**src/hdl/csfr_pkg.sv**
```systemverilog
// ----------------------------------------------------------------------------
// csfr_pkg
// Shared types and constants of the character-stuffed frame receiver.
// ----------------------------------------------------------------------------
package csfr_pkg;

    localparam int WIN_DEPTH = 8;
    localparam int CNT_W     = 4;
    localparam int IDX_W     = 3;

    // Stuffing text "DLE DLE "
    localparam logic [7:0] STUFF_PAT [WIN_DEPTH] = '{
        8'h44, 8'h4C, 8'h45, 8'h20, 8'h44, 8'h4C, 8'h45, 8'h20
    };

    localparam logic [7:0] SYNC_RST = 8'd22;
    localparam logic [7:0] SOH_RST  = 8'd1;
    localparam logic [7:0] STX_RST  = 8'd2;
    localparam logic [7:0] ETX_RST  = 8'd3;

    localparam logic [1:0] REG_SYNC = 2'd0;
    localparam logic [1:0] REG_SOH  = 2'd1;
    localparam logic [1:0] REG_STX  = 2'd2;
    localparam logic [1:0] REG_ETX  = 2'd3;

    localparam logic [1:0] KIND_HEAD  = 2'd0;
    localparam logic [1:0] KIND_DATA  = 2'd1;
    localparam logic [1:0] KIND_CHECK = 2'd2;

    typedef struct packed {
        logic push;
        logic pop;
        logic clear;
        logic [7:0] data;
    } t_win_cmd;

    typedef struct packed {
        logic [CNT_W-1:0] count;
        logic [7:0]       front;
        logic             match_full;
        logic             match_group;
    } t_win_stat;

    typedef struct packed {
        logic       emit;
        logic       fin;
        logic [7:0] data;
        logic [1:0] kind;
    } t_res_req;

endpackage

```
**src/hdl/csfr_if.sv**
```systemverilog
// ----------------------------------------------------------------------------
// csfr_in_if / csfr_out_if
// Valid/ready channels for received bytes and result beats.
// ----------------------------------------------------------------------------
interface csfr_in_if;
    logic       valid;
    logic       ready;
    logic [7:0] rx_byte;
    logic       end_of_stream;

    modport source (output valid, output rx_byte, output end_of_stream, input ready);
    modport sink   (input valid, input rx_byte, input end_of_stream, output ready);
endinterface

interface csfr_out_if;
    logic       valid;
    logic       ready;
    logic [7:0] out_byte;
    logic [1:0] kind;
    logic       last;

    modport source (output valid, output out_byte, output kind, output last, input ready);
    modport sink   (input valid, input out_byte, input kind, input last, output ready);
endinterface

```
**src/hdl/char_stuffed_frame_receiver_top.sv**
```systemverilog
// ----------------------------------------------------------------------------
// char_stuffed_frame_receiver_top
// Bisync-style deframer: sync hunt, header pass, DLE de-stuffing of data,
// check byte capture, sequenced one window step per cycle.
//
//   port      dir  beat payload
//   i_in      in   rx_byte[7:0], end_of_stream
//   o_out     out  out_byte[7:0], kind[1:0], last
//   i_cfg_*   in   write enable, index[1:0], data[7:0] (no handshake)
//
// An item passes accept, decode, end check and finish. A data byte adds
// a window check and, unless it still fits a skipped group, a drain that
// releases held bytes and emits the stuffing text for a stuffed group.
// End of text adds a flush of the held bytes; end of stream adds a flush
// and a second end check.
// Synchronous active-low reset; window contents are not cleared.
// i_in.ready is high only between items. Output stalls hold the sequencer.
// ----------------------------------------------------------------------------
module char_stuffed_frame_receiver_top
    import csfr_pkg::*;
(
    input  logic       i_clk,
    input  logic       i_rst_n,
    input  logic       i_cfg_we,
    input  logic [1:0] i_cfg_idx,
    input  logic [7:0] i_cfg_data,
    csfr_in_if.sink    i_in,
    csfr_out_if.source o_out
);

    typedef enum logic [2:0] {
        PH_HUNT, PH_HEAD, PH_DATA, PH_CHECK, PH_IGNORE
    } t_phase;

    typedef enum logic [2:0] {
        S_IDLE, S_EVAL, S_FEED, S_DRAIN, S_GROUP, S_FLUSH, S_EOS, S_END
    } t_state;

    logic [7:0] r_sync, r_soh, r_stx, r_etx;

    t_state     r_state, n_state;
    t_phase     r_phase, n_phase;
    logic       r_skip,  n_skip;
    logic [1:0] r_gcnt,  n_gcnt;
    logic [7:0] r_byte,  n_byte;
    logic       r_eos,   n_eos;

    t_win_cmd   w_cmd;
    t_win_stat  w_stat;
    t_res_req   w_req;
    logic       w_grant;

    always_ff @(posedge i_clk) begin
        if (!i_rst_n) begin
            r_sync <= SYNC_RST;
            r_soh  <= SOH_RST;
            r_stx  <= STX_RST;
            r_etx  <= ETX_RST;
        end else if (i_cfg_we) begin
            unique case (i_cfg_idx)
                REG_SYNC: r_sync <= i_cfg_data;
                REG_SOH:  r_soh  <= i_cfg_data;
                REG_STX:  r_stx  <= i_cfg_data;
                REG_ETX:  r_etx  <= i_cfg_data;
            endcase
        end
    end

    assign i_in.ready = (r_state == S_IDLE);

    always_comb begin
        n_state = r_state;
        n_phase = r_phase;
        n_skip  = r_skip;
        n_gcnt  = r_gcnt;
        n_byte  = r_byte;
        n_eos   = r_eos;
        w_cmd   = '0;
        w_req   = '0;
        w_cmd.data = r_byte;
        w_req.data = r_byte;
        w_req.kind = KIND_DATA;

        unique case (r_state)
            S_IDLE: begin
                if (i_in.valid) begin
                    n_byte  = i_in.rx_byte;
                    n_eos   = i_in.end_of_stream;
                    n_state = S_EVAL;
                end
            end
            S_EVAL: begin
                n_state = S_EOS;
                unique case (r_phase)
                    PH_HUNT: begin
                        if (r_byte == r_sync) begin
                            n_phase = PH_HUNT;
                        end else if (r_byte == r_soh) begin
                            n_phase = PH_HEAD;
                        end else if (r_byte == r_stx) begin
                            n_phase = PH_DATA;
                        end else begin
                            w_req.emit = 1'b1;
                            w_req.kind = KIND_HEAD;
                            n_phase    = PH_HEAD;
                        end
                    end
                    PH_HEAD: begin
                        if (r_byte == r_stx) begin
                            n_phase = PH_DATA;
                        end else begin
                            w_req.emit = 1'b1;
                            w_req.kind = KIND_HEAD;
                        end
                    end
                    PH_DATA: begin
                        if (r_byte == r_etx) begin
                            n_phase = PH_CHECK;
                            n_state = S_FLUSH;
                        end else begin
                            w_cmd.push = 1'b1;
                            n_state    = S_FEED;
                        end
                    end
                    PH_CHECK: begin
                        w_req.emit = 1'b1;
                        w_req.kind = KIND_CHECK;
                        n_phase    = PH_IGNORE;
                    end
                    default: begin
                        n_phase = PH_IGNORE;
                    end
                endcase
            end
            S_FEED: begin
                if (r_skip && w_stat.match_group) begin
                    if (w_stat.count >= CNT_W'(4)) w_cmd.clear = 1'b1;
                    n_state = S_EOS;
                end else begin
                    n_skip  = 1'b0;
                    n_state = S_DRAIN;
                end
            end
            S_DRAIN: begin
                if (w_stat.count != '0 && !w_stat.match_full) begin
                    w_req.emit = 1'b1;
                    w_req.data = w_stat.front;
                    w_cmd.pop  = 1'b1;
                end else if (w_stat.count == CNT_W'(WIN_DEPTH)) begin
                    n_gcnt  = '0;
                    n_state = S_GROUP;
                end else begin
                    n_state = S_EOS;
                end
            end
            S_GROUP: begin
                w_req.emit = 1'b1;
                w_req.data = STUFF_PAT[{1'b0, r_gcnt}];
                n_gcnt     = r_gcnt + 2'd1;
                if (r_gcnt == 2'd3) begin
                    w_cmd.clear = 1'b1;
                    n_skip      = 1'b1;
                    n_state     = S_EOS;
                end
            end
            S_FLUSH: begin
                if (w_stat.count != '0) begin
                    w_req.emit = 1'b1;
                    w_req.data = w_stat.front;
                    w_cmd.pop  = 1'b1;
                end else begin
                    n_skip  = 1'b0;
                    n_state = S_EOS;
                end
            end
            S_EOS: begin
                if (r_eos) begin
                    n_phase = PH_HUNT;
                    n_eos   = 1'b0;
                    n_state = S_FLUSH;
                end else begin
                    n_state = S_END;
                end
            end
            S_END: begin
                w_req.fin = 1'b1;
                n_state   = S_IDLE;
            end
        endcase

        if ((w_req.emit || w_req.fin) && !w_grant) begin
            n_state = r_state;
            n_phase = r_phase;
            n_skip  = r_skip;
            n_gcnt  = r_gcnt;
            n_eos   = r_eos;
            w_cmd.push  = 1'b0;
            w_cmd.pop   = 1'b0;
            w_cmd.clear = 1'b0;
        end
    end

    always_ff @(posedge i_clk) begin
        if (!i_rst_n) begin
            r_state <= S_IDLE;
            r_phase <= PH_HUNT;
            r_skip  <= 1'b0;
            r_gcnt  <= '0;
            r_eos   <= 1'b0;
        end else begin
            r_state <= n_state;
            r_phase <= n_phase;
            r_skip  <= n_skip;
            r_gcnt  <= n_gcnt;
            r_eos   <= n_eos;
        end
    end

    always_ff @(posedge i_clk) begin
        r_byte <= n_byte;
    end

    csfr_window u_window (
        .i_clk   (i_clk),
        .i_rst_n (i_rst_n),
        .i_cmd   (w_cmd),
        .o_stat  (w_stat)
    );

    csfr_out_stage u_out (
        .i_clk   (i_clk),
        .i_rst_n (i_rst_n),
        .i_req   (w_req),
        .o_grant (w_grant),
        .o_out   (o_out)
    );

    a_busy_after_accept: assert property (@(posedge i_clk) disable iff (!i_rst_n)
        (i_in.valid && i_in.ready) |=> !i_in.ready)
        else $error("ready held after accepted beat");

    a_group_full: assert property (@(posedge i_clk) disable iff (!i_rst_n)
        (r_state == S_GROUP) |-> (w_stat.count == CNT_W'(WIN_DEPTH)))
        else $error("group emit without full window");

    a_skip_short: assert property (@(posedge i_clk) disable iff (!i_rst_n)
        (r_state == S_IDLE && r_skip) |-> (w_stat.count < CNT_W'(4)))
        else $error("skipping with long window");

    a_idle_window: assert property (@(posedge i_clk) disable iff (!i_rst_n)
        (r_state == S_IDLE && r_phase != PH_DATA) |-> (w_stat.count == '0))
        else $error("window held outside data phase");

endmodule

```
**src/hdl/csfr_window.sv**
```systemverilog
// ----------------------------------------------------------------------------
// csfr_window
// Eight-byte hold window with push, pop-front and clear, and the shared
// pattern compare against the stuffing text.
// ----------------------------------------------------------------------------
module csfr_window
    import csfr_pkg::*;
(
    input  logic      i_clk,
    input  logic      i_rst_n,
    input  t_win_cmd  i_cmd,
    output t_win_stat o_stat
);

    logic [7:0]       r_win [WIN_DEPTH];
    logic [CNT_W-1:0] r_cnt;
    logic             w_bad_full;
    logic             w_bad_group;

    always_ff @(posedge i_clk) begin
        if (!i_rst_n) begin
            r_cnt <= '0;
        end else if (i_cmd.clear) begin
            r_cnt <= '0;
        end else if (i_cmd.push) begin
            r_cnt <= r_cnt + CNT_W'(1);
        end else if (i_cmd.pop) begin
            r_cnt <= r_cnt - CNT_W'(1);
        end
    end

    always_ff @(posedge i_clk) begin
        if (i_cmd.push) begin
            r_win[r_cnt[IDX_W-1:0]] <= i_cmd.data;
        end else if (i_cmd.pop) begin
            for (int k = 1; k < WIN_DEPTH; k++) begin
                r_win[k-1] <= r_win[k];
            end
        end
    end

    always_comb begin
        w_bad_full  = 1'b0;
        w_bad_group = 1'b0;
        for (int k = 0; k < WIN_DEPTH; k++) begin
            if (CNT_W'(k) < r_cnt) begin
                if (r_win[k] != STUFF_PAT[k]) w_bad_full = 1'b1;
                if (r_win[k] != STUFF_PAT[k % 4]) w_bad_group = 1'b1;
            end
        end
    end

    assign o_stat.count       = r_cnt;
    assign o_stat.front       = r_win[0];
    assign o_stat.match_full  = !w_bad_full;
    assign o_stat.match_group = !w_bad_group;

    a_cnt_range: assert property (@(posedge i_clk) disable iff (!i_rst_n)
        r_cnt <= CNT_W'(WIN_DEPTH))
        else $error("window count out of range");

    a_push_room: assert property (@(posedge i_clk) disable iff (!i_rst_n)
        i_cmd.push |-> r_cnt < CNT_W'(WIN_DEPTH))
        else $error("push into full window");

    a_pop_nonempty: assert property (@(posedge i_clk) disable iff (!i_rst_n)
        i_cmd.pop |-> r_cnt != '0)
        else $error("pop from empty window");

endmodule

```
**src/hdl/csfr_out_stage.sv**
```systemverilog
// ----------------------------------------------------------------------------
// csfr_out_stage
// Holds one pending result until the next one or the end of the item is
// known, which settles last, then registers it onto the output channel.
// ----------------------------------------------------------------------------
module csfr_out_stage
    import csfr_pkg::*;
(
    input  logic       i_clk,
    input  logic       i_rst_n,
    input  t_res_req   i_req,
    output logic       o_grant,
    csfr_out_if.source o_out
);

    logic       r_o_valid;
    logic [7:0] r_o_byte;
    logic [1:0] r_o_kind;
    logic       r_o_last;
    logic       r_p_valid;
    logic [7:0] r_p_byte;
    logic [1:0] r_p_kind;
    logic       w_can_push;
    logic       w_push;

    assign w_can_push = !r_o_valid || o_out.ready;
    assign o_grant    = !r_p_valid || w_can_push;
    assign w_push     = o_grant && r_p_valid && (i_req.emit || i_req.fin);

    always_ff @(posedge i_clk) begin
        if (!i_rst_n) begin
            r_o_valid <= 1'b0;
            r_p_valid <= 1'b0;
        end else begin
            if (w_push) begin
                r_o_valid <= 1'b1;
            end else if (o_out.ready) begin
                r_o_valid <= 1'b0;
            end
            if (o_grant && i_req.emit) begin
                r_p_valid <= 1'b1;
            end else if (o_grant && i_req.fin) begin
                r_p_valid <= 1'b0;
            end
        end
    end

    always_ff @(posedge i_clk) begin
        if (w_push) begin
            r_o_byte <= r_p_byte;
            r_o_kind <= r_p_kind;
            r_o_last <= i_req.fin;
        end
        if (o_grant && i_req.emit) begin
            r_p_byte <= i_req.data;
            r_p_kind <= i_req.kind;
        end
    end

    assign o_out.valid    = r_o_valid;
    assign o_out.out_byte = r_o_byte;
    assign o_out.kind     = r_o_kind;
    assign o_out.last     = r_o_last;

    a_more_pending: assert property (@(posedge i_clk) disable iff (!i_rst_n)
        (r_o_valid && o_out.ready && !r_o_last) |-> r_p_valid)
        else $error("non-last beat delivered with nothing pending");

    a_single_req: assert property (@(posedge i_clk) disable iff (!i_rst_n)
        !(i_req.emit && i_req.fin))
        else $error("emit and finish requested together");

    a_hold_valid: assert property (@(posedge i_clk) disable iff (!i_rst_n)
        (r_o_valid && !o_out.ready) |=> r_o_valid)
        else $error("output beat dropped while stalled");

endmodule

```
**src/flat_wrapper.sv**
```systemverilog
// flat-port wrapper written by rule: the top's interface ports become plain ports
module char_stuffed_frame_receiver_top_flat import csfr_pkg::*;
  (i_clk, i_rst_n, i_cfg_we, i_cfg_idx, i_cfg_data, i_in_valid, i_in_rx_byte, i_in_end_of_stream, i_in_ready, o_out_valid, o_out_out_byte, o_out_kind, o_out_last, o_out_ready);
  csfr_in_if i_in_i ();
  csfr_out_if o_out_i ();
  input  logic i_clk;
  input  logic i_rst_n;
  input  logic i_cfg_we;
  input  logic [1:0] i_cfg_idx;
  input  logic [7:0] i_cfg_data;
  input wire logic [$bits(i_in_i.valid)-1:0] i_in_valid;
  input wire logic [$bits(i_in_i.rx_byte)-1:0] i_in_rx_byte;
  input wire logic [$bits(i_in_i.end_of_stream)-1:0] i_in_end_of_stream;
  output wire logic [$bits(i_in_i.ready)-1:0] i_in_ready;
  output wire logic [$bits(o_out_i.valid)-1:0] o_out_valid;
  output wire logic [$bits(o_out_i.out_byte)-1:0] o_out_out_byte;
  output wire logic [$bits(o_out_i.kind)-1:0] o_out_kind;
  output wire logic [$bits(o_out_i.last)-1:0] o_out_last;
  input wire logic [$bits(o_out_i.ready)-1:0] o_out_ready;
  assign i_in_i.valid = i_in_valid;
  assign i_in_i.rx_byte = i_in_rx_byte;
  assign i_in_i.end_of_stream = i_in_end_of_stream;
  assign i_in_ready = i_in_i.ready;
  assign o_out_valid = o_out_i.valid;
  assign o_out_out_byte = o_out_i.out_byte;
  assign o_out_kind = o_out_i.kind;
  assign o_out_last = o_out_i.last;
  assign o_out_i.ready = o_out_ready;
  char_stuffed_frame_receiver_top u_core (.i_clk(i_clk), .i_rst_n(i_rst_n), .i_cfg_we(i_cfg_we), .i_cfg_idx(i_cfg_idx), .i_cfg_data(i_cfg_data), .i_in(i_in_i), .o_out(o_out_i));
endmodule
```
**config.mk**
```make
export PLATFORM = sky130hd
export DESIGN_NAME = char_stuffed_frame_receiver_top_flat
export DESIGN_NICKNAME = d
export VERILOG_FILES = /design/src/hdl/csfr_pkg.sv /design/src/hdl/csfr_if.sv /design/src/hdl/char_stuffed_frame_receiver_top.sv /design/src/hdl/csfr_window.sv /design/src/hdl/csfr_out_stage.sv /design/src/flat_wrapper.sv
export SDC_FILE = /design/constraint.sdc
export NUM_CORES = 1
export LEC_CHECK = 0
export BUFFER_PORTS_ARGS = -buffer_cell sky130_fd_sc_hd__buf_2
export CAP_MARGIN = 20
export CORE_MARGIN = 2
export CORE_UTILIZATION = 45
export DETAILED_ROUTE_END_ITERATION = 6
export PLACE_DENSITY = 0.61
export SLEW_MARGIN = 20
export SYNTH_ARGS = -nofsm -noshare
export SYNTH_HDL_FRONTEND = slang
export SYNTH_SLANG_ARGS = --single-unit
```
**constraint.sdc**
```tcl
create_clock -name i_clk -period 7.37 [get_ports i_clk]
set_input_delay 1.474 -clock i_clk [delete_from_list [all_inputs] [get_ports i_clk]]
set_output_delay 1.474 -clock i_clk [all_outputs]
set_load 0.05 [all_outputs]
```
==> results of run 1 <==
where the power goes:
group          total, mW  leakage (nW)  switching (mW)  internal [mW]
Combinational      0.463          1.41           0.281          0.182
Sequential          1.05          1.23          0.0926          0.961
Clock              0.949         0.317           0.324          0.625
Total               2.47          2.96           0.698           1.77
state kept, by name, summed over array words and instances (netlist names):
| name | count |
|---|---|
| u_core.u_out.r_p_kind | 2 |
| u_core.r_stx | 8 |
| u_core.u_out.o_out.kind | 2 |
| u_core.r_phase | 3 |
| u_core.u_window.r_cnt | 4 |
| u_core.u_out.r_p_byte | 8 |
| u_core.r_state | 3 |
| u_core.r_etx | 8 |
| u_core.u_out.o_out.out_byte | 8 |
| u_core.r_skip | 1 |
| u_core.u_out.r_p_valid | 1 |
| u_core.u_out.o_out.last | 1 |
| u_core.r_byte | 8 |
| u_core.r_eos | 1 |
| u_core.u_window.r_win | 64 |
| u_core.r_sync | 8 |
| u_core.r_gcnt | 2 |
| u_core.r_soh | 8 |
| u_core.u_out.o_out.valid | 1 |
Yosys cell counts (all sizes together) (6+ instances only):
master	number	area [µm²]
a21o	58	435.4
a21oi	39	198.9
buf	19	118.9
clkbuf	19	71.32
dfxtp	48	960.9
edfxtp	93	2793
ha	6	75.07
inv	11	41.29
mux2i	11	110.1
nand2	84	322.8
nand3	10	50.05
nor2	38	142.6
nor2b	13	81.33
nor3	8	45.04
nor4	8	56.30
nor4b	9	85.08
o21a	6	52.55
o21ai	17	85.08
xnor2	18	157.7
xor2	17	148.9
critical path, delay by kind of cell, from the launching register on:
| family | cells | cell delay, ns |
|---|---|---|
| fa+ha+maj | 1 | 0.27 |
| simple gates | 4 | 1.28 |
| compound gates | 3 | 0.74 |
| flops | 1 | 0.38 |
| buf+inv | 2 | 0.43 |
kinds of logic after synthesis:
kind of cell / Yosys count / synth area share (%)
AOI/OAI and AO/OA: 157 / 17.03
muxes: 11 / 1.663
adders and majority gates: 6 / 1.134
xor gates and xnor gates: 35 / 4.630
and+or+nand+nor: 203 / 15.36
buffers and inverters: 49 / 3.496
DFF: 141 / 56.69
cell usage in the layout (no fill, tap or decap), types with 8 or more instances in the layout:
| master | instances |
|---|---|
| a21o_1 | 58 |
| a21oi_1 | 38 |
| buf_2 | 36 |
| buf_4 | 9 |
| clkbuf_16 | 17 |
| dfxtp_1 | 48 |
| edfxtp_1 | 93 |
| inv_1 | 11 |
| mux2i_1 | 11 |
| nand2_1 | 83 |
| nand3_1 | 10 |
| nor2_1 | 38 |
| nor2b_1 | 13 |
| nor4b_1 | 8 |
| o21ai_0 | 17 |
| xnor2_1 | 18 |
| xor2_1 | 17 |
layer usage:
layer,vias to the layer above,routed length [µm],global-route usage [%]
met1,2248,7021,27.60
met2,99,6858,30.05
met4,0,278,7.582
met3,23,646,3.979
met5,-,0,0
li1,2234,-,-
path summary, 6_finish.rpt:
kind                                                from                              to  slack (ns)  cells after the start
worst max-delay path            u_core.u_window.r_cnt[1]     u_core.u_window.r_win[2][4]        4.01                     10
worst min-delay path            u_core.u_out.r_p_byte[3]  u_core.u_out.o_out.out_byte[3]        0.42                      0
worst max register to register  u_core.u_window.r_cnt[1]     u_core.u_window.r_win[2][4]        4.01                     10
worst min register to register  u_core.u_out.r_p_byte[3]  u_core.u_out.o_out.out_byte[3]        0.42                      0
metrics by stage:
step / instance area [µm²] / utilization, %
floorplan: 6621 / -
global placement: 6917 / 47.77
detailed placement: 6917 / 47.77
CTS: 7575 / 52.32
global route: 7590 / 52.42
finish: 7590 / 52.42
cell type report:
class                      count  area (µm²)
clock buffer                  21       470.5
clock inverter                11       187.7
fill                        1274        6889
inverter                      11       41.29
multi-input combinational    412        2644
sequential                   141        3754
tap                          184       230.2
timing repair buffer          46       262.8
==> key figures, run 1 <==
Floorplanning
  • Die W: ~130 µm
  • Die area: roughly 0.016 mm²
  • Boundary Pins: 37
  • Core area: between 0.01 and 0.015 mm²
  • Row count: 44
  • Initial Util: a little under half
  • Die H: between 100 and 150 µm

Global routing
  • Gr usage total: 19.62%
  • Grt total ovfl: 0
  • Global-route wire length before repair: around 24,000 µm
  • Initial antenna violation count: 0
  • Largest net degree at the start of global routing: 70
  • Vias in the first global route: 4,536

Clock network
  • Clk root buf: clkbuf_16
  • Clock slew at reported path FFs: about 0.060 ns
  • CTS tree: built
  • Total CTS buffers: 17
  • Post-CTS resize count: 0
  • Longest Clk Path Bufs: 2
  • Total clock sinks: 141
  • Worst-skew pair later-pin latency: 0.43 ns
  • Setup Buffers After CTS: 0
  • H-tree depth: 4
  • Hold_buf cts: 0

Critical path
  • Worst-path cell chain: inv_1 > ha_1 > nor3b_4 > a41oi_2 > nor4_2 > a211o_2 > nand2_4 > nand2_1 > o21ai_0 > buf_4
  • Crit-path max FO: 16
  • Worst Path Arrival: about 3.6 ns
  • CP max-delay cell: nor3b_4
  • CP Class: flip-flop to flip-flop
  • Slowest stage delay, CP: around 0.44 ns
  • Startpoint type of the worst setup path: flip-flop
  • Crit path required time: 7.56 ns
  • Worst Setup End Kind: flip-flop

Logic synthesis
  • Seq/Total Area, Yosys: 56.69%
  • Seq cells post-synth: approximately 140
  • Avg Inst Size Synth: between 10 and 15 µm²
  • Number of synthesized flops with an enable pin: between 90 and 100
  • Synth cell types: between 60 and 70
  • Ys async rst share: 0%
  • Post-synth top flop: edfxtp_1
  • Post-Syn Nets: ~630
  • Post-Syn Area: about 0.0066 mm²
  • Cells after synthesis: 602
  • Synth warn: 0

Placement
  • Placer congestion estimate: 0.8691
  • Setup WS pre-CTS: roughly 4 ns
  • PortBufs: 36
  • Placed Cells incl. Taps: ~790
  • Post-DP HPWL: between 10,000 and 15,000 µm

STA
  • Slew HR: 42.84%
  • Endpoints failing hold: 0
  • Fin crit period: 3.363 ns
  • Hold WS: roughly 0.42 ns
  • Setup TNS: 0 ns
  • Setup Skew: around 0.0067 ns
  • Setup Viol. Count Final: 0
  • F_max: approximately 300 MHz
  • Tcrit/Tclk final: between 40% and 50%
  • Least-Margin Pin Slew: around 0.85 ns
  • Fin. max-slew vios: 0
  • RSZ-0062 raised after global routing: no
  • Final setup margin: 4.007 ns

Layout
  • Area Overhead vs Synth: 14.63%
  • Net count, final: 659
  • Antenna Cells: 0
  • Layout cell share with drive strength beyond 1: about 15%
  • Non-Filler Instances: 826

Drt
  • Vias: 4,604
  • Antenna viol nets, final: 0
  • Drt wl/cell: 17.92 µm
  • Pre-Repair DR Iteration Count: 5
  • Drt drc: 0
  • Vias per cell: roughly 5.6
  • Final wirelength: 14,810 µm
  • DR iter-0 viols: about 320

Status
  • Status: finished clean

Pwr
  • Leak: between 2 and 3 nW
  • Tot Pwr: ~2.5 mW
  • P per Cell Area: between 300 and 400 mW/mm²
  • Worst VDD drop: between 0.15 and 0.2 mV

Flow run
  • Max cap viols: 0

Hold path
  • Hold crit path type: flip-flop to flip-flop
Note: power is estimated with default switching activity, not from simulation.
==> run 2: changes to the inputs <==
--- a/config.mk
+++ b/config.mk
@@ -10,7 +10,7 @@
 export CORE_MARGIN = 2
 export CORE_UTILIZATION = 45
 export DETAILED_ROUTE_END_ITERATION = 6
-export PLACE_DENSITY = 0.61
+export PLACE_DENSITY = 0.63
 export SLEW_MARGIN = 20
 export SYNTH_ARGS = -nofsm -noshare
 export SYNTH_HDL_FRONTEND = slang
==> constraint.sdc (replaced) <==
create_clock -name i_clk -period 2.8 [get_ports i_clk]
set_input_delay 0.56 -clock i_clk [delete_from_list [all_inputs] [get_ports i_clk]]
set_output_delay 0.56 -clock i_clk [all_outputs]
set_load 0.05 [all_outputs]
==> run 2 against run 1 <==
Effect of this change:
- sequential share of layout area is 1.7 points lower
- core utilization grew 1.9 points
- fmax increased by 26%
- critical path depth down 1
- clock power is 130% higher
- final area is 3.7% higher
- global-route usage up 0.73 points
- final cell count is 4.7% higher
- sequential power grew to 2.5 times the previous value
- setup slack worse by 3.9 ns
==> key figures, run 2 (same netlist as run 1, synthesis figures left out) <==
Layout
  • Layout cell share with drive strength beyond 1: 20.41% (+5.8 points)
  • Non-Filler Instances: 865 (+4.7%)
  • Fill cells: 1,225 (-3.8%)
  • Post-layout util: 54.35% (+1.9 points)
  • Net count, final: 698 (+5.9%)
  • Final Cell Area: 0.007869 mm² (+3.7%)
  • Most frequent cells in the layout: edfxtp_1 (93), nand2_1 (82), a21o_1 (58)
  • Antenna Cells: 0 (unchanged)
  • Number of flip-flops in the largest register: 64 (unchanged)
  • Commonest non-fill, non-tap cell in the layout: edfxtp_1
  • Register with the most flip-flops: u_core.u_window.r_win
  • Area Overhead vs Synth: 18.84%

Global routing
  • Vias in the first global route: 4,747 (+4.7%)
  • Largest net degree at the start of global routing: 33 (-53%)
  • Global-route wire length before repair: 24,810 µm (+3.0%)
  • Gr usage total: 20.35% (+0.73 points)
  • Grt total ovfl: 0 (unchanged)
  • Initial antenna violation count: 0 (unchanged)

Critical path
  • R2R Setup Slk: 0.13 ns (-3.88 ns)
  • Worst r2r path cells: 9 (-1)
  • Worst Setup SP: u_core.u_window.r_cnt[1]
  • CP Class: flip-flop to flip-flop
  • Worst-path cell chain: inv_1 > ha_1 > o21ai_0 > a2111oi_4 > a211o_2 > a21oi_4 > nor2b_1 > buf_4 > a21o_1
  • Slowest stage delay, CP: 0.42 ns (-0.02 ns)
  • Worst path top cell family by delay: compound AO/OA/AOI/OAI gates
  • Worst Path Arrival: 2.84 ns (-0.71 ns)
  • WP depth: 9 (-1)
  • Buf/Inv on CP: 2 (unchanged)
  • Crit path required time: 2.97 ns (-4.59 ns)
  • Crit-path max FO: 11 (-5)
  • Worst Setup End Kind: flip-flop
  • CP max-delay cell: a211o_2
  • Critical Path End: u_core.u_window.r_win[5][7]
  • FF-to-FF Start: u_core.u_window.r_cnt[1]
  • Startpoint type of the worst setup path: flip-flop
  • FF-to-FF End: u_core.u_window.r_win[5][7]

Clock network
  • Longest Clk Path Bufs: 2 (unchanged)
  • Hold_buf cts: 0 (unchanged)
  • H-tree depth: 4 (unchanged)
  • Total CTS buffers: 17 (unchanged)
  • Worst-skew pair later-pin latency: 0.43 ns (about the same)
  • Clock slew at reported path FFs: 0.06 ns (about the same)
  • Total clock sinks: 141 (unchanged)
  • Clk root buf: clkbuf_16
  • CTS tree: built

Status
  • Status: finished clean

Drt
  • Pre-Repair DR Iteration Count: 5 (unchanged)
  • Drt drc: 0 (unchanged)
  • DR iter-0 viols: 357 (+13%)
  • Antenna viol nets, final: 0 (unchanged)
  • Vias: 4,781 (+3.8%)
  • Final wirelength: 15,070 µm (+1.8%)
  • Vias per cell: 5.527 (-0.84%)
  • Drt wl/cell: 17.42 µm (-2.8%)

STA
  • F_max: 374.3 MHz (+26%)
  • Setup TNS: 0 ns (unchanged)
  • Hold WS: 0.3102 ns (-0.1087 ns)
  • Fin. max-slew vios: 0 (unchanged)
  • Tcrit/Tclk final: 95.41% (+50 points)
  • RSZ-0062 raised after global routing: yes
  • Fin crit period: 2.671 ns (-0.6921 ns)
  • Slew HR: 28.22% (-15 points)
  • Setup Skew: 0.01244 ns (+0.005754 ns)
  • Setup Viol. Count Final: 0 (unchanged)
  • Least-Margin Pin Slew: 1.076 ns (+0.2212 ns)
  • Endpoints failing hold: 0 (unchanged)
  • Final setup margin: 0.1286 ns (-3.878 ns)

Pwr
  • P per Cell Area: 814.3 mW/mm² (+150%)
  • Worst VDD drop: 0.4350 mV (+130%)
  • Tot Pwr: 6.408 mW (+160%)
  • Leak: 3.146 nW (+6.4%)

Placement
  • Post-DP Area: 0.007232 mm² (+4.6%)
  • Post-DP HPWL: 10,770 µm (+1.9%)
  • Placed Cells incl. Taps: 831 (+4.8%)
  • PortBufs: 36 (unchanged)
  • Placer congestion estimate: 0.8572 (-1.4%)
  • Setup WS pre-CTS: 0.00009570 ns (-3.937 ns)

Floorplanning
  • Row count: 44 (unchanged)
  • Boundary Pins: 37 (unchanged)
  • Core area: 0.01448 mm² (unchanged)
  • Die W: 125.3 µm (unchanged)
  • Initial Util: 45.73% (unchanged)
  • Die H: 125.3 µm (unchanged)
  • Die area: 0.01570 mm² (unchanged)

Hold path
  • Hold crit path type: input port to flip-flop

Flow run
  • Max cap viols: 0 (unchanged)
-- run 2: cell types whose count changed in the layout (fill, tap and decap cells not counted), sizes merged --
| cell | change |
|---|---|
| clkinvlp | -2 |
| clkbuf | +2 |
| inv | +4 |
| buf | +39 |
| bufinv | -4 |
-- run 2: area by class of cell --
cell class	count	area [µm²]	share of cell area, %
timing repair buffer	85	573.1	7.283
tap	184	230.2	2.926
clock buffer	23	510.5	6.488
inverter	11	41.29	0.5247
clock inverter	9	78.83	1.002
multi-input combinational	412	2680	34.06
sequential	141	3755	47.72
-- run 2: worst min path at each step --
stage                             startpoint                              to  slack, ns  depth (start not counted)
floorplan           u_core.u_out.r_p_kind[0]      u_core.u_out.o_out.kind[0]       0.40                          0
global placement    u_core.u_out.r_p_byte[7]  u_core.u_out.o_out.out_byte[7]       0.40                          0
detailed placement  u_core.u_out.r_p_byte[3]  u_core.u_out.o_out.out_byte[3]       0.40                          0
CTS                          i_in_rx_byte[6]                u_core.r_byte[6]       0.29                          1
global route                 i_in_rx_byte[6]                u_core.r_byte[6]       0.30                          1
finish                       i_in_rx_byte[6]                u_core.r_byte[6]       0.31                          1
-- run 2: report_power, final --
group / leakage [nW] / internal, mW / switching [mW]
Clock: 0.299 / 1.37 / 0.851
Combinational: 1.61 / 0.600 / 0.924
Sequential: 1.23 / 2.53 / 0.131
-- run 2: metal layers --
| layer | global-route usage (%) | up-vias | routed length, µm | share of wire, % |
|---|---|---|---|---|
| met2 | 33.70 | 130 | 7491 | 50 |
| li1 | - | 2313 | - | - |
| met3 | 4.279 | 12 | 769 | 5.1 |
| met1 | 26.78 | 2326 | 6634 | 44 |
| met4 | 6.863 | 0 | 171 | 1.1 |
| met5 | 0 | - | 0 | 0 |
-- run 2: what timing repair did --
action,CTS,global route
setup buffers,0,2
setup endpoints to repair,26,136
gates resized for setup,2,5
pin swaps,0,2
==> run 3: changes to the inputs <==
--- a/config.mk
+++ b/config.mk
@@ -5,12 +5,12 @@
 export SDC_FILE = /design/constraint.sdc
 export NUM_CORES = 1
 export LEC_CHECK = 0
-export BUFFER_PORTS_ARGS = -buffer_cell sky130_fd_sc_hd__buf_2
 export CAP_MARGIN = 20
 export CORE_MARGIN = 2
 export CORE_UTILIZATION = 45
 export DETAILED_ROUTE_END_ITERATION = 6
-export PLACE_DENSITY = 0.63
+export DONT_BUFFER_PORTS = 1
+export PLACE_DENSITY = 0.61
 export SLEW_MARGIN = 20
 export SYNTH_ARGS = -nofsm -noshare
 export SYNTH_HDL_FRONTEND = slang
==> run 3 against run 2 <==
Effect of this change:
- combinational power is 7% lower
- worst hold slack worse by 0.11 ns
- final cell count is 3.0% lower
- count of clock-buffer cells in the layout is 1 lower
- sequential power is 2% higher
- setup slack worse by 0.032 ns
- core utilization is 0.35 points lower
- non-clock buffer count is 27 lower
- global-route usage is 0.40 points lower
- clock skew is 0.0068 ns higher
- power is 1.4% lower
- critical path type unchanged
- largest power group unchanged
==> key figures, run 3 (same netlist as run 1, synthesis figures left out) <==
Status
  • Status: finished clean

Clock network
  • Hold_buf cts: 0 (unchanged)
  • Clk root buf: clkbuf_16
  • Longest Clk Path Bufs: 2 (unchanged)
  • H-tree depth: 4 (unchanged)
  • Worst-skew pair later-pin latency: 0.43 ns (about the same)
  • Total clock sinks: 141 (unchanged)
  • CTS tree: built
  • Total CTS buffers: 17 (unchanged)
  • Clock slew at reported path FFs: 0.06 ns (about the same)

Placement
  • PortBufs: 0 (-100%)
  • Post-DP HPWL: 11,060 µm (+2.7%)
  • Placed Cells incl. Taps: 803 (-3.4%)
  • Post-DP Area: 0.007114 mm² (-1.6%)
  • Placer congestion estimate: 0.8611 (+0.45%)

Drt
  • DR iter-0 viols: 303 (-15%)
  • Final wirelength: 15,370 µm (+2.0%)
  • Pre-Repair DR Iteration Count: 5 (unchanged)
  • Antenna viol nets, final: 0 (unchanged)
  • Vias per cell: 5.626 (+1.8%)
  • Drt drc: 0 (unchanged)
  • Drt wl/cell: 18.32 µm (+5.2%)
  • Vias: 4,720 (-1.3%)

Layout
  • Most frequent cells in the layout: edfxtp_1 (93), nand2_1 (82), a21o_1 (58)
  • Register with the most flip-flops: u_core.u_window.r_win
  • Commonest non-fill, non-tap cell in the layout: edfxtp_1
  • Antenna Cells: 0 (unchanged)
  • Area Overhead vs Synth: 18.08%
  • Non-Filler Instances: 839 (-3.0%)
  • Fill cells: 1,217 (-0.65%)
  • Final Cell Area: 0.007819 mm² (-0.64%)
  • Number of flip-flops in the largest register: 64 (unchanged)
  • Layout cell share with drive strength beyond 1: 18.32% (-2.1 points)
  • Net count, final: 672 (-3.7%)

STA
  • Least-Margin Pin Slew: 0.8277 ns (-0.2478 ns)
  • Tcrit/Tclk final: 96.57% (+1.2 points)
  • Setup Skew: 0.01923 ns (+0.006796 ns)
  • Endpoints failing hold: 0 (unchanged)
  • Fin crit period: 2.704 ns (+0.03244 ns)
  • Setup Viol. Count Final: 0 (unchanged)
  • Setup TNS: 0 ns (unchanged)
  • Fin. max-slew vios: 0 (unchanged)
  • F_max: 369.8 MHz (-1.2%)
  • Slew HR: 44.49% (+16 points)

Global routing
  • Initial antenna violation count: 0 (unchanged)
  • Gr usage total: 19.95% (-0.40 points)
  • Grt total ovfl: 0 (unchanged)
  • Largest net degree at the start of global routing: 57 (+73%)
  • Global-route wire length before repair: 24,350 µm (-1.9%)
  • Vias in the first global route: 4,643 (-2.2%)

Floorplanning
  • Initial Util: 45.73% (unchanged)
  • Row count: 44 (unchanged)
  • Die area: 0.01570 mm² (unchanged)
  • Die W: 125.3 µm (unchanged)
  • Die H: 125.3 µm (unchanged)
  • Boundary Pins: 37 (unchanged)
  • Core area: 0.01448 mm² (unchanged)

Critical path
  • Crit-path max FO: 6 (-5)
  • Slowest stage delay, CP: 0.55 ns (+0.13 ns)
  • Worst-path cell chain: nor4b_1 > a21oi_1 > nor4_4 > a211o_2 > buf_4 > a21oi_4 > buf_4 > or3_1 > and3_1
  • Worst Path Arrival: 3.03 ns (+0.19 ns)
  • CP most frequent cell: buf_4
  • Crit path required time: 3.13 ns (+0.16 ns)
  • CP max-delay cell: nor4b_1
  • CP Class: flip-flop to flip-flop
  • Worst Setup End Kind: flip-flop
  • Startpoint type of the worst setup path: flip-flop

Pwr
  • Leak: 3.061 nW (-2.7%)
  • P per Cell Area: 807.7 mW/mm² (-0.81%)
  • Worst VDD drop: 0.4301 mV (-1.1%)

Hold path
  • Hold crit path type: input port to flip-flop

Flow run
  • Max cap viols: 0 (unchanged)
run 3: repair_timing:
action	CTS	global route
resized for setup	1	14
cloned	0	1
setup endpoints to repair	8	141
buffers inserted	0	3
pin swaps	0	3
run 3: worst max-delay path, delay by kind of cell, from the launching register on:
kind	cells	cell delay, ns
compound gates	3	0.52
buf+inv	2	0.32
flops	1	0.40
simple gates	4	1.36
run 3: routing by layer:
| layer | track usage [%] | vias up | share of wire [%] |
|---|---|---|---|
| met3 | 4.792 | 19 | 4.2 |
| met1 | 25.52 | 2326 | 44 |
| li1 | - | 2260 | - |
| met2 | 33.73 | 115 | 50 |
| met5 | 0 | - | 0 |
| met4 | 6.078 | 0 | 1.6 |
run 3: path summary, 6_finish.rpt:
kind                                from  depth (start not counted)  slack (ns)                             end
max          u_core.u_window.r_win[3][4]                          9         0.1        u_core.u_window.r_cnt[0]
min                              i_rst_n                          1        0.20                u_core.r_sync[1]
max reg2reg  u_core.u_window.r_win[3][4]                          9         0.1        u_core.u_window.r_cnt[0]
min reg2reg     u_core.u_out.r_p_byte[1]                          0        0.42  u_core.u_out.o_out.out_byte[1]
run 3: layout make-up:
class                      instances  area [µm²]  area share, %
clock buffer                      22       496.7          6.353
tap                              184       230.2          2.944
timing repair buffer              58       447.9          5.729
inverter                          11       41.29         0.5281
sequential                       141        3754          48.01
clock inverter                    10       82.58          1.056
multi-input combinational        413        2766          35.38
run 3: power breakdown:
group / total [mW] / internal, mW / switching [mW]
registers: 2.71 / 2.53 / 0.182
clock network: 2.18 / 1.34 / 0.838
logic: 1.42 / 0.578 / 0.844
total: 6.32 / 4.45 / 1.86
run 3: metrics by stage:
stage	setup slack (ns)	total power, mW	util (%)	hold WS, ns
4_1_cts	0.02392	6.344	53.18	0.1810
5_1_grt	-0.007526	6.595	54.00	0.1845
3_5_place_dp	-0.006714	4.160	49.14	0.4084
2_1_floorplan	0.05296	3.741	-	0.4003
6_report	0.09617	6.315	54.00	0.1977
3_3_place_gp	0.01037	4.116	49.07	0.4006
